--- src/hdl/screw_forward_reverse_sequencer_core_assert.svh ---
// Assertion macros for the screw forward/reverse sequencer.
`ifndef SCREW_FORWARD_REVERSE_SEQUENCER_CORE_ASSERT_SVH
`define SCREW_FORWARD_REVERSE_SEQUENCER_CORE_ASSERT_SVH

// same-cycle implication, clocked on clk, off during reset
`define SFRS_ASSERT_IMPL(label, ante, cons) \
	label: assert property (@(posedge clk) disable iff (!arst_n) (ante) |-> (cons)) \
		else $error("sfrs assertion failed");

// next-cycle implication
`define SFRS_ASSERT_NEXT(label, ante, cons) \
	label: assert property (@(posedge clk) disable iff (!arst_n) (ante) |=> (cons)) \
		else $error("sfrs assertion failed");

`endif

--- src/hdl/sfrs_pkg.sv ---
// Constants, codes and the chunk size function of the screw sequencer.
package sfrs_pkg;

	localparam int StepW  = 16;
	localparam int ProdW  = 2 * StepW;
	localparam int AddrW  = 3;
	localparam int DataW  = 32;

	localparam logic [1:0] PH_IDLE    = 2'd0;
	localparam logic [1:0] PH_CHARGED = 2'd1;
	localparam logic [1:0] PH_FORWARD = 2'd2;
	localparam logic [1:0] PH_REVERSE = 2'd3;

	localparam logic REG_FWD = 1'b0;
	localparam logic REG_REV = 1'b1;

	typedef logic [StepW-1:0] step_t;

	// steps of the forward chunk at idx: min(fwd, goal - idx*fwd), 0 when covered
	function automatic step_t chunk_steps(input step_t idx, input step_t fwd,
			input step_t goal);
		logic [ProdW-1:0] prod;
		step_t            passed;
		step_t            left;
		step_t            res;
		prod   = ProdW'(idx) * ProdW'(fwd);
		passed = prod[StepW-1:0];
		left   = goal - passed;
		if (goal <= passed) begin
			res = '0;
		end else begin
			res = (fwd < left) ? fwd : left;
		end
		return res;
	endfunction

endpackage

--- src/hdl/screw_forward_reverse_sequencer_core.sv ---
// Screw forward/reverse sequencer: goal commands and driver ticks in, move requests out.
//
// channel | direction | handshake           | payload
// in      | in        | in_valid/in_ready   | mode, goal_step_count, driver_busy
// out     | out       | out_valid/out_ready | move_valid, move_clockwise, move_steps, busy_res
// cfg     | in        | APB write/read      | forward_chunk_steps @0, reverse_chunk_steps @4
//
// One word in, one word out; a word is taken every cycle while the result
// register is empty or being drained. The result register behind the single
// multiply/compare/min path presents each result in the cycle after its word is taken.
// After reset the sequencer is idle and both chunk registers are zero.
// A stalled output holds its word and blocks the input until taken.
module screw_forward_reverse_sequencer_core (
	input  logic                  clk,
	input  logic                  arst_n,
	input  logic                  in_valid,
	output logic                  in_ready,
	input  logic                  mode,
	input  sfrs_pkg::step_t       goal_step_count,
	input  logic                  driver_busy,
	output logic                  out_valid,
	input  logic                  out_ready,
	output logic                  move_valid,
	output logic                  move_clockwise,
	output sfrs_pkg::step_t       move_steps,
	output logic                  busy_res,
	input  logic                  psel,
	input  logic                  penable,
	input  logic                  pwrite,
	input  logic [sfrs_pkg::AddrW-1:0] paddr,
	input  logic [sfrs_pkg::DataW-1:0] pwdata,
	output logic [sfrs_pkg::DataW-1:0] prdata,
	output logic                  pready
);
	import sfrs_pkg::*;

	step_t      fwd_q;
	step_t      rev_q;
	logic [1:0] phase_q;
	step_t      goal_q;
	step_t      idx_q;
	logic       skip_q;
	logic       out_valid_q;
	logic       move_valid_q;
	logic       move_cw_q;
	step_t      move_steps_q;
	logic       busy_q;

	logic [1:0] phase_d;
	step_t      goal_d;
	step_t      idx_d;
	logic       skip_d;
	logic       issue;
	logic       cw;
	step_t      steps;
	step_t      next_idx;
	step_t      sel_idx;
	step_t      avail;
	logic       in_acc;
	logic       cfg_wr;

	assign pready = 1'b1;
	assign cfg_wr = psel & penable & pwrite & pready;
	assign prdata = (paddr[2] == REG_REV) ? DataW'(rev_q) : DataW'(fwd_q);

	assign in_ready = !out_valid_q || out_ready;
	assign in_acc   = in_valid && in_ready;

	assign next_idx = skip_q ? idx_q : idx_q + 1'b1;
	assign sel_idx  = (phase_q == PH_CHARGED) ? idx_q : next_idx;
	assign avail    = chunk_steps(sel_idx, fwd_q, goal_q);

	always_comb begin
		phase_d = phase_q;
		goal_d  = goal_q;
		idx_d   = idx_q;
		skip_d  = skip_q;
		issue   = 1'b0;
		cw      = 1'b0;
		steps   = '0;
		if (mode) begin
			goal_d = goal_step_count;
			idx_d  = '0;
			if (phase_q == PH_IDLE) begin
				phase_d = PH_CHARGED;
			end else if (phase_q inside {PH_FORWARD, PH_REVERSE}) begin
				skip_d = 1'b1;
			end
		end else begin
			case (phase_q)
				PH_CHARGED: begin
					if (avail != '0) begin
						phase_d = PH_FORWARD;
						issue   = 1'b1;
						cw      = 1'b1;
						steps   = avail;
					end else begin
						phase_d = PH_IDLE;
					end
				end
				PH_FORWARD: begin
					if (!driver_busy) begin
						skip_d = 1'b0;
						if (avail != '0 && rev_q != '0) begin
							phase_d = PH_REVERSE;
							issue   = 1'b1;
							steps   = rev_q;
						end else begin
							phase_d = PH_IDLE;
						end
					end
				end
				PH_REVERSE: begin
					if (!driver_busy) begin
						skip_d = 1'b0;
						idx_d  = next_idx;
						if (avail != '0) begin
							phase_d = PH_FORWARD;
							issue   = 1'b1;
							cw      = 1'b1;
							steps   = avail;
						end else begin
							phase_d = PH_IDLE;
						end
					end
				end
				default: begin
				end
			endcase
		end
	end

	always_ff @(posedge clk or negedge arst_n) begin
		if (!arst_n) begin
			fwd_q <= '0;
			rev_q <= '0;
		end else if (cfg_wr) begin
			if (paddr[2] == REG_FWD) begin
				fwd_q <= pwdata[StepW-1:0];
			end else begin
				rev_q <= pwdata[StepW-1:0];
			end
		end
	end

	always_ff @(posedge clk or negedge arst_n) begin
		if (!arst_n) begin
			phase_q <= PH_IDLE;
			goal_q  <= '0;
			idx_q   <= '0;
			skip_q  <= 1'b0;
		end else if (in_acc) begin
			phase_q <= phase_d;
			goal_q  <= goal_d;
			idx_q   <= idx_d;
			skip_q  <= skip_d;
		end
	end

	always_ff @(posedge clk or negedge arst_n) begin
		if (!arst_n) begin
			out_valid_q <= 1'b0;
		end else if (in_acc) begin
			out_valid_q <= 1'b1;
		end else if (out_ready) begin
			out_valid_q <= 1'b0;
		end
	end

	always_ff @(posedge clk) begin
		if (in_acc) begin
			move_valid_q <= issue;
			move_cw_q    <= cw;
			move_steps_q <= steps;
			busy_q       <= (phase_d != PH_IDLE);
		end
	end

	assign out_valid      = out_valid_q;
	assign move_valid     = move_valid_q;
	assign move_clockwise = move_cw_q;
	assign move_steps     = move_steps_q;
	assign busy_res       = busy_q;

`include "screw_forward_reverse_sequencer_core_assert.svh"

	`SFRS_ASSERT_IMPL(a_move_nonzero, out_valid_q && move_valid_q, move_steps_q != '0)
	`SFRS_ASSERT_IMPL(a_no_move_clear, out_valid_q && !move_valid_q,
		move_steps_q == '0 && !move_cw_q)
	`SFRS_ASSERT_IMPL(a_skip_only_moving, phase_q == PH_IDLE || phase_q == PH_CHARGED, !skip_q)
	`SFRS_ASSERT_NEXT(a_busy_tracks_phase, in_acc, busy_q == (phase_q != PH_IDLE))
	`SFRS_ASSERT_NEXT(a_cmd_clears_index, in_acc && mode,
		idx_q == '0 && goal_q == $past(goal_step_count))

endmodule

--- config.mk ---
export PLATFORM = sky130hd
export DESIGN_NAME = screw_forward_reverse_sequencer_core
export DESIGN_NICKNAME = d
export VERILOG_FILES = /design/src/hdl/sfrs_pkg.sv /design/src/hdl/screw_forward_reverse_sequencer_core.sv
export VERILOG_INCLUDE_DIRS = /design/src /design/src/hdl
export SDC_FILE = /design/constraint.sdc
export NUM_CORES = 1
export LEC_CHECK = 0
export ABC_AREA = 1
export BUFFER_PORTS_ARGS = -buffer_cell sky130_fd_sc_hd__buf_2
export CAP_MARGIN = 0
export CORE_AREA = 3 3 133 135
export CTS_CLUSTER_SIZE = 12
export DETAILED_ROUTE_END_ITERATION = 16
export DIE_AREA = 0 0 136 138
export HOLD_SLACK_MARGIN = 0.06
export PLACE_DENSITY = 0.86
export SYNTH_ARGS = -nofsm -noshare
export SYNTH_HDL_FRONTEND = slang
export SYNTH_SLANG_ARGS = --single-unit
--- constraint.sdc ---
create_clock -name clk -period 9.3 [get_ports clk]
set_clock_uncertainty 0.1 [all_clocks]
set_input_delay 0.93 -clock clk [delete_from_list [all_inputs] [get_ports clk]]
set_output_delay 0.93 -clock clk [all_outputs]
set_load 0.02 [all_outputs]
# Word-level counts from Yosys, hierarchy flattened
# Index checks and enable logic that the tools add are counted.
# op_classes
add_sub_neg,2
mul,1
n_lt_le_gt_ge,2
eq_ne,6
mux,33
n_bitwise,3
n_reduce_logical,18
# op_table
operator,n
16-bit 2-to-1 mux,12
16-bit case mux with 3 select lines,1
16-bit nonzero test,2
"16-bit by 1-bit adder with 16-bit output, second input constant",1
16-bit <= comparator,1
16-bit less-than comparator,1
16-bit by 16-bit multiplier with 16-bit output,1
16-bit subtractor,1
2-bit 2-to-1 mux,6
1-bit 2-to-1 mux,11
2-bit nonzero test,5
2-bit case mux with 3 select lines,1
2-bit AND reduction,3
5-bit AND reduction,1
"2-bit == test, second input constant",2
"2-bit != test, second input constant",2
1-bit case mux with 3 select lines,1
3-bit AND reduction,1
1-bit bitwise AND,2
"2-bit by 1-bit == test with 1-bit output, second input constant",1
1-bit logical AND,2
2-bit logical NOT,1
"2-bit by 1-bit != test with 1-bit output, second input constant",1
1-bit case mux with 2 select lines,1
4 further kinds,4
# word_totals
ff_bits,87
input_bits,60

# Longest topological paths before layout
# logic_depth
depth_word,15
depth_mapped,60
mapped_depth_nobuf,59

# Worst setup path before layout
# No wires, ideal clock.
# synth_path
path_type,reg2reg
start,register idx_q[0]
end,"register move_steps_q[10] (netlist: move_steps[10]), data pin"
setup_time_ps,270
arrival_time_ps,8107
t_required_ps,8930
slack_ps,823
path_stages_with_launch,56
n_path_buf,2
period_less_slack_ps,8477
path_cell_list,dfrtp_1 -> ha_1 -> inv_1 -> nor2_1 -> nand3_1 -> nor2_1 -> nand2_1 -> nand3_1 -> nand2_1 -> inv_1 -> nand2_1 -> fa_1 -> inv_1 -> fa_1 -> ha_1 -> fa_1 -> inv_1 -> fa_1 -> (+20 left out) -> nand2_1 -> ha_1 -> a21oi_1 -> o21ai_0 -> a21oi_2 -> clkbuf_1 -> nand3_1 -> nand3_2 -> nand2_1 -> inv_1 -> nand2_1 -> nor2_2 -> nand2_4 -> nand2_1 -> inv_2 -> buf_6 -> nand3_1 -> a21oi_1
# synth_between
elab_chain_len,13
word_cells_on_any_way,16
# synth_rtl
item,line_no,text
"start, declared",screw_forward_reverse_sequencer_core.sv:41,step_t idx_q;
"start signal, assigned",screw_forward_reverse_sequencer_core.sv:155,idx_q <= idx_d;
16-bit by 1-bit adder with 16-bit output,screw_forward_reverse_sequencer_core.sv:69,assign next_idx = skip_q ? idx_q : idx_q + 1'b1;
16-bit 2-to-1 mux,screw_forward_reverse_sequencer_core.sv:69,
16-bit 2-to-1 mux *,screw_forward_reverse_sequencer_core.sv:70,assign sel_idx = (phase_q == PH_CHARGED) ? idx_q : next_idx;
16-bit by 16-bit multiplier with 16-bit output *,sfrs_pkg.sv:26,prod = ProdW'(idx) * ProdW'(fwd);
16-bit subtractor,sfrs_pkg.sv:28,left = goal - passed;
16-bit less-than comparator,sfrs_pkg.sv:32,res = (fwd < left) ? fwd : left;
16-bit 2-to-1 mux,sfrs_pkg.sv:32,
16-bit 2-to-1 mux *,sfrs_pkg.sv:29,if (goal <= passed) begin
16-bit nonzero test,"screw_forward_reverse_sequencer_core.sv:92, screw_forward_reverse_sequencer_core.sv:104, screw_forward_reverse_sequencer_core.sv:117",
1-bit logical AND,screw_forward_reverse_sequencer_core.sv:104,if (avail != '0 && rev_q != '0) begin
16-bit 2-to-1 mux,screw_forward_reverse_sequencer_core.sv:104,
16-bit 2-to-1 mux,screw_forward_reverse_sequencer_core.sv:102,if (!driver_busy) begin
16-bit case mux with 3 select lines *,screw_forward_reverse_sequencer_core.sv:90,case (phase_q)
"end signal, assigned",screw_forward_reverse_sequencer_core.sv:174,move_steps_q <= steps;
"end, declared",screw_forward_reverse_sequencer_core.sv:46,step_t move_steps_q;
# Every way passes the cells marked *; elsewhere a longest branch is shown, timed or not.
# A chain may end at the register's enable or synchronous reset.

# Worst setup path in the final report
# layout_path
start,register idx_q[0]
end,"register move_steps_q[14] (netlist: move_steps[14]), data pin"
# The elaborated chain is that of the path after synthesis.

==> flow_summary.yaml <==
run_status:
  outcome: "finished clean"
cells_and_area:
  num_antenna_cells: 0
  drive_gt1_share_pct: 17.1
  regArea_sq_mm: 0.00227
  multi_input_area_sq_mm: 0.00686
  final_common_cell: "nand2_1"
  postLayoutCoreUtil_pct: 70.0
  nFillCells: 1281
  layout_common_cells: "358 x nand2_1, 248 x inv_1, 109 x nor2_1"
  num-nets-final: 1736
  area_delta_synth_final_pct: 14.9
drt:
  route.detailed.drc: 0
  wl_per_cell_microns: 16.0
  ant_nets: 0
  drt-total-wl_microns: 27900
  avgViaCountPerCell: 5.52
  route.vias.total: 9605
  drt_iter0_markers: 835
  firstDrtPassIters: 5
floorplanning:
  rows: 47
  dieHeight_microns: 138
  initial_core_util_pct: 61.0
  io_pins: 114
  die_w_microns: 136
  core_sq_mm: 0.0166
  dieArea_sq_mm: 0.0188
sta:
  setup_violations: 0
  fin_tns_setup_ps: 0
  min_period_over_period_pct: 96.7
  rsz0062_at_grt: "yes"
  drv_slew: 0
  worst_pin_slew_ps: 1120
  slew_headroom_pct: 24.9
  max_freq_mhz: 111
  finalCriticalPeriod_ps: 8990
  hold_violations: 0
global_routing:
  grt_pass1_wl_microns: 44200
  grt-busiest-layer: "met2"
  grt_util_met3_pct: 3.52
  gr-usage-met1_pct: 39.2
  grt_overflow: 0
  grt_max_degree: 69
  grt_pass1_vias: 9148
  use_met2_pct: 47.4
  antenna_found_initial: 0
  track_usage_pct: 29.3
clock_network:
  hold_buffers: 0
  clkSinkCount: 87
  cts_tree: "done"
  cts_buffers: 9
  cts.reportedPaths.clkPinSlew_ps: 70
  clockBufferDepth: 2
  root_buffer: "clkbuf_16"
  cts-htree-levels: 3
  insertion_delay_ps: 350
worst_setup_path:
  cp_slowest_stage_delay_ps: 580
  crit_path_start_kind: "register"
  rr_startpoint: "idx_q[0]$_DFFE_PN0P_"
  cp.arrival_ps: 8980
  timing.rr.end: "move_steps[14]$_SDFFCE_PP0P_"
  cp_max_fo: 16
  end_kind: "register"
  critPathLaunch: "idx_q[0]$_DFFE_PN0P_"
  crit_path_frequent_cell: "nand2_1"
  r2r_slack_ps: 310
  reg2reg_depth: 48
  endpoint: "move_steps[14]$_SDFFCE_PP0P_"
  slowest_stage: "fa_1"
  critical_path_class: "register to register"
  crit_required_ps: 9290
synthesis:
  ys_seq_elements: 87
  synth_area_sq_mm: 0.0101
  yosys_warnings: 0
  synthTopCellsByArea: "dfrtp_1 17%, fa_1 16%, nand2_1 14%"
  ys_seq_area_share_pct: 22.5
  syn_inst: 1395
  synth_top_area_share_pct: 16.8
  synth_area_per_cell_sq_um: 7.25
  synth_top_area_cell: "dfrtp_1"
  synth_cell_types: 44
run:
  drv_cap: 0
placement:
  io_buffers: 78
  gp_congestion: 0.981
  dp_hpwl_microns: 22100
hold_path:
  hold_path.class: "register to register"
logic make-up after synthesis:
family,Yosys count,share of synthesized area (%)
AOI/OAI and AO/OA,139,7.51
xor gates and xnor gates,28,2.43
adders and majority gates,162,26.1
buffers and inverters,316,12.7
DFF,87,22.5
muxes,14,1.56
other,2,0.0743
and+or+nand+nor,647,27.2
layout make-up:
type,count,area share [%]
Multi-Input combinational cell,1007,59.1
Sequential cell,87,19.6
Inverter,262,8.49
Timing Repair Buffer,147,7.96
Tap cell,220,2.37
Clock buffer,9,1.94
Clock inverter,7,0.603
cells in the mapped netlist (all sizes together):
cell / n
or2: 15
conb: 2
a31oi: 1
buf: 28
o21a: 1
inv: 257
a21oi: 45
o21bai: 2
o21ai: 71
a21boi: 1
and3: 1
nor4: 5
nor3: 4
a21o: 2
o211ai: 1
clkbuf: 26
and2: 5
xnor2: 13
nand3: 99
mux2: 14
ha: 81
nand3b: 11
o22ai: 15
xor2: 15
dfrtp: 68
clkinv: 5
nor2: 120
nand4: 11
fa: 81
edfxtp: 19
nand2: 376
through the flow:
step                setup slack [ps]  hold WS (ps)  area, sq um  cells
CTS                             47.0           425        11400   1736
global placement                 179           396        11000   1720
detailed placement             -58.4           400        11000   1720
finish                           307           421        11600   1739
global route                    -138           440        11600   1739
floorplan                        823           386        10200   1410
worst min path at each step:
stage	from	to	slack (ps)	cells past startpoint
after floorplan	goal_q[11]$_DFFE_PN0P_	goal_q[11]$_DFFE_PN0P_	390	1
after global placement	goal_q[3]$_DFFE_PN0P_	goal_q[3]$_DFFE_PN0P_	400	1
after detailed placement	out_valid$_DFFE_PN0P_	out_valid$_DFFE_PN0P_	400	2
after CTS	goal_q[7]$_DFFE_PN0P_	goal_q[7]$_DFFE_PN0P_	430	1
after global routing	goal_q[7]$_DFFE_PN0P_	goal_q[7]$_DFFE_PN0P_	440	1
final	goal_q[7]$_DFFE_PN0P_	goal_q[7]$_DFFE_PN0P_	420	1
critical path: cells and delay by family (launching register included):
kind / cells / cell delay, ps
DFF: 1 / 360
xor gates and xnor gates: 2 / 420
adders and majority gates: 10 / 4180
AOI/OAI and AO/OA: 2 / 210
and+or+nand+nor: 24 / 2600
buffers and inverters: 10 / 830
per-layer routing:
| layer | wire [microns] | vias to the layer above |
|---|---|---|
| met5 | 0 | - |
| met4 | 1420 | 0 |
| met3 | 2170 | 99 |
| met2 | 13300 | 465 |
| met1 | 11000 | 4491 |
| li1 | - | 4550 |
registers in the layout (all words and copies together), names as in the netlist:
register / count
move_clockwise: 1
fwd_q: 16
move_valid: 1
out_valid: 1
rev_q: 16
skip_q: 1
phase_q: 2
idx_q: 16
move_steps: 16
busy_res: 1
goal_q: 16
what timing repair did:
item / in CTS / in global routing
buffers inserted: 0 / 3
resized for setup: 6 / 58
endpoints found under the setup margin: 21 / 21
pin swaps: 1 / 15
Power is not shown: default switching activity piles up to over one toggle a cycle in this logic, so the estimate is an artifact.
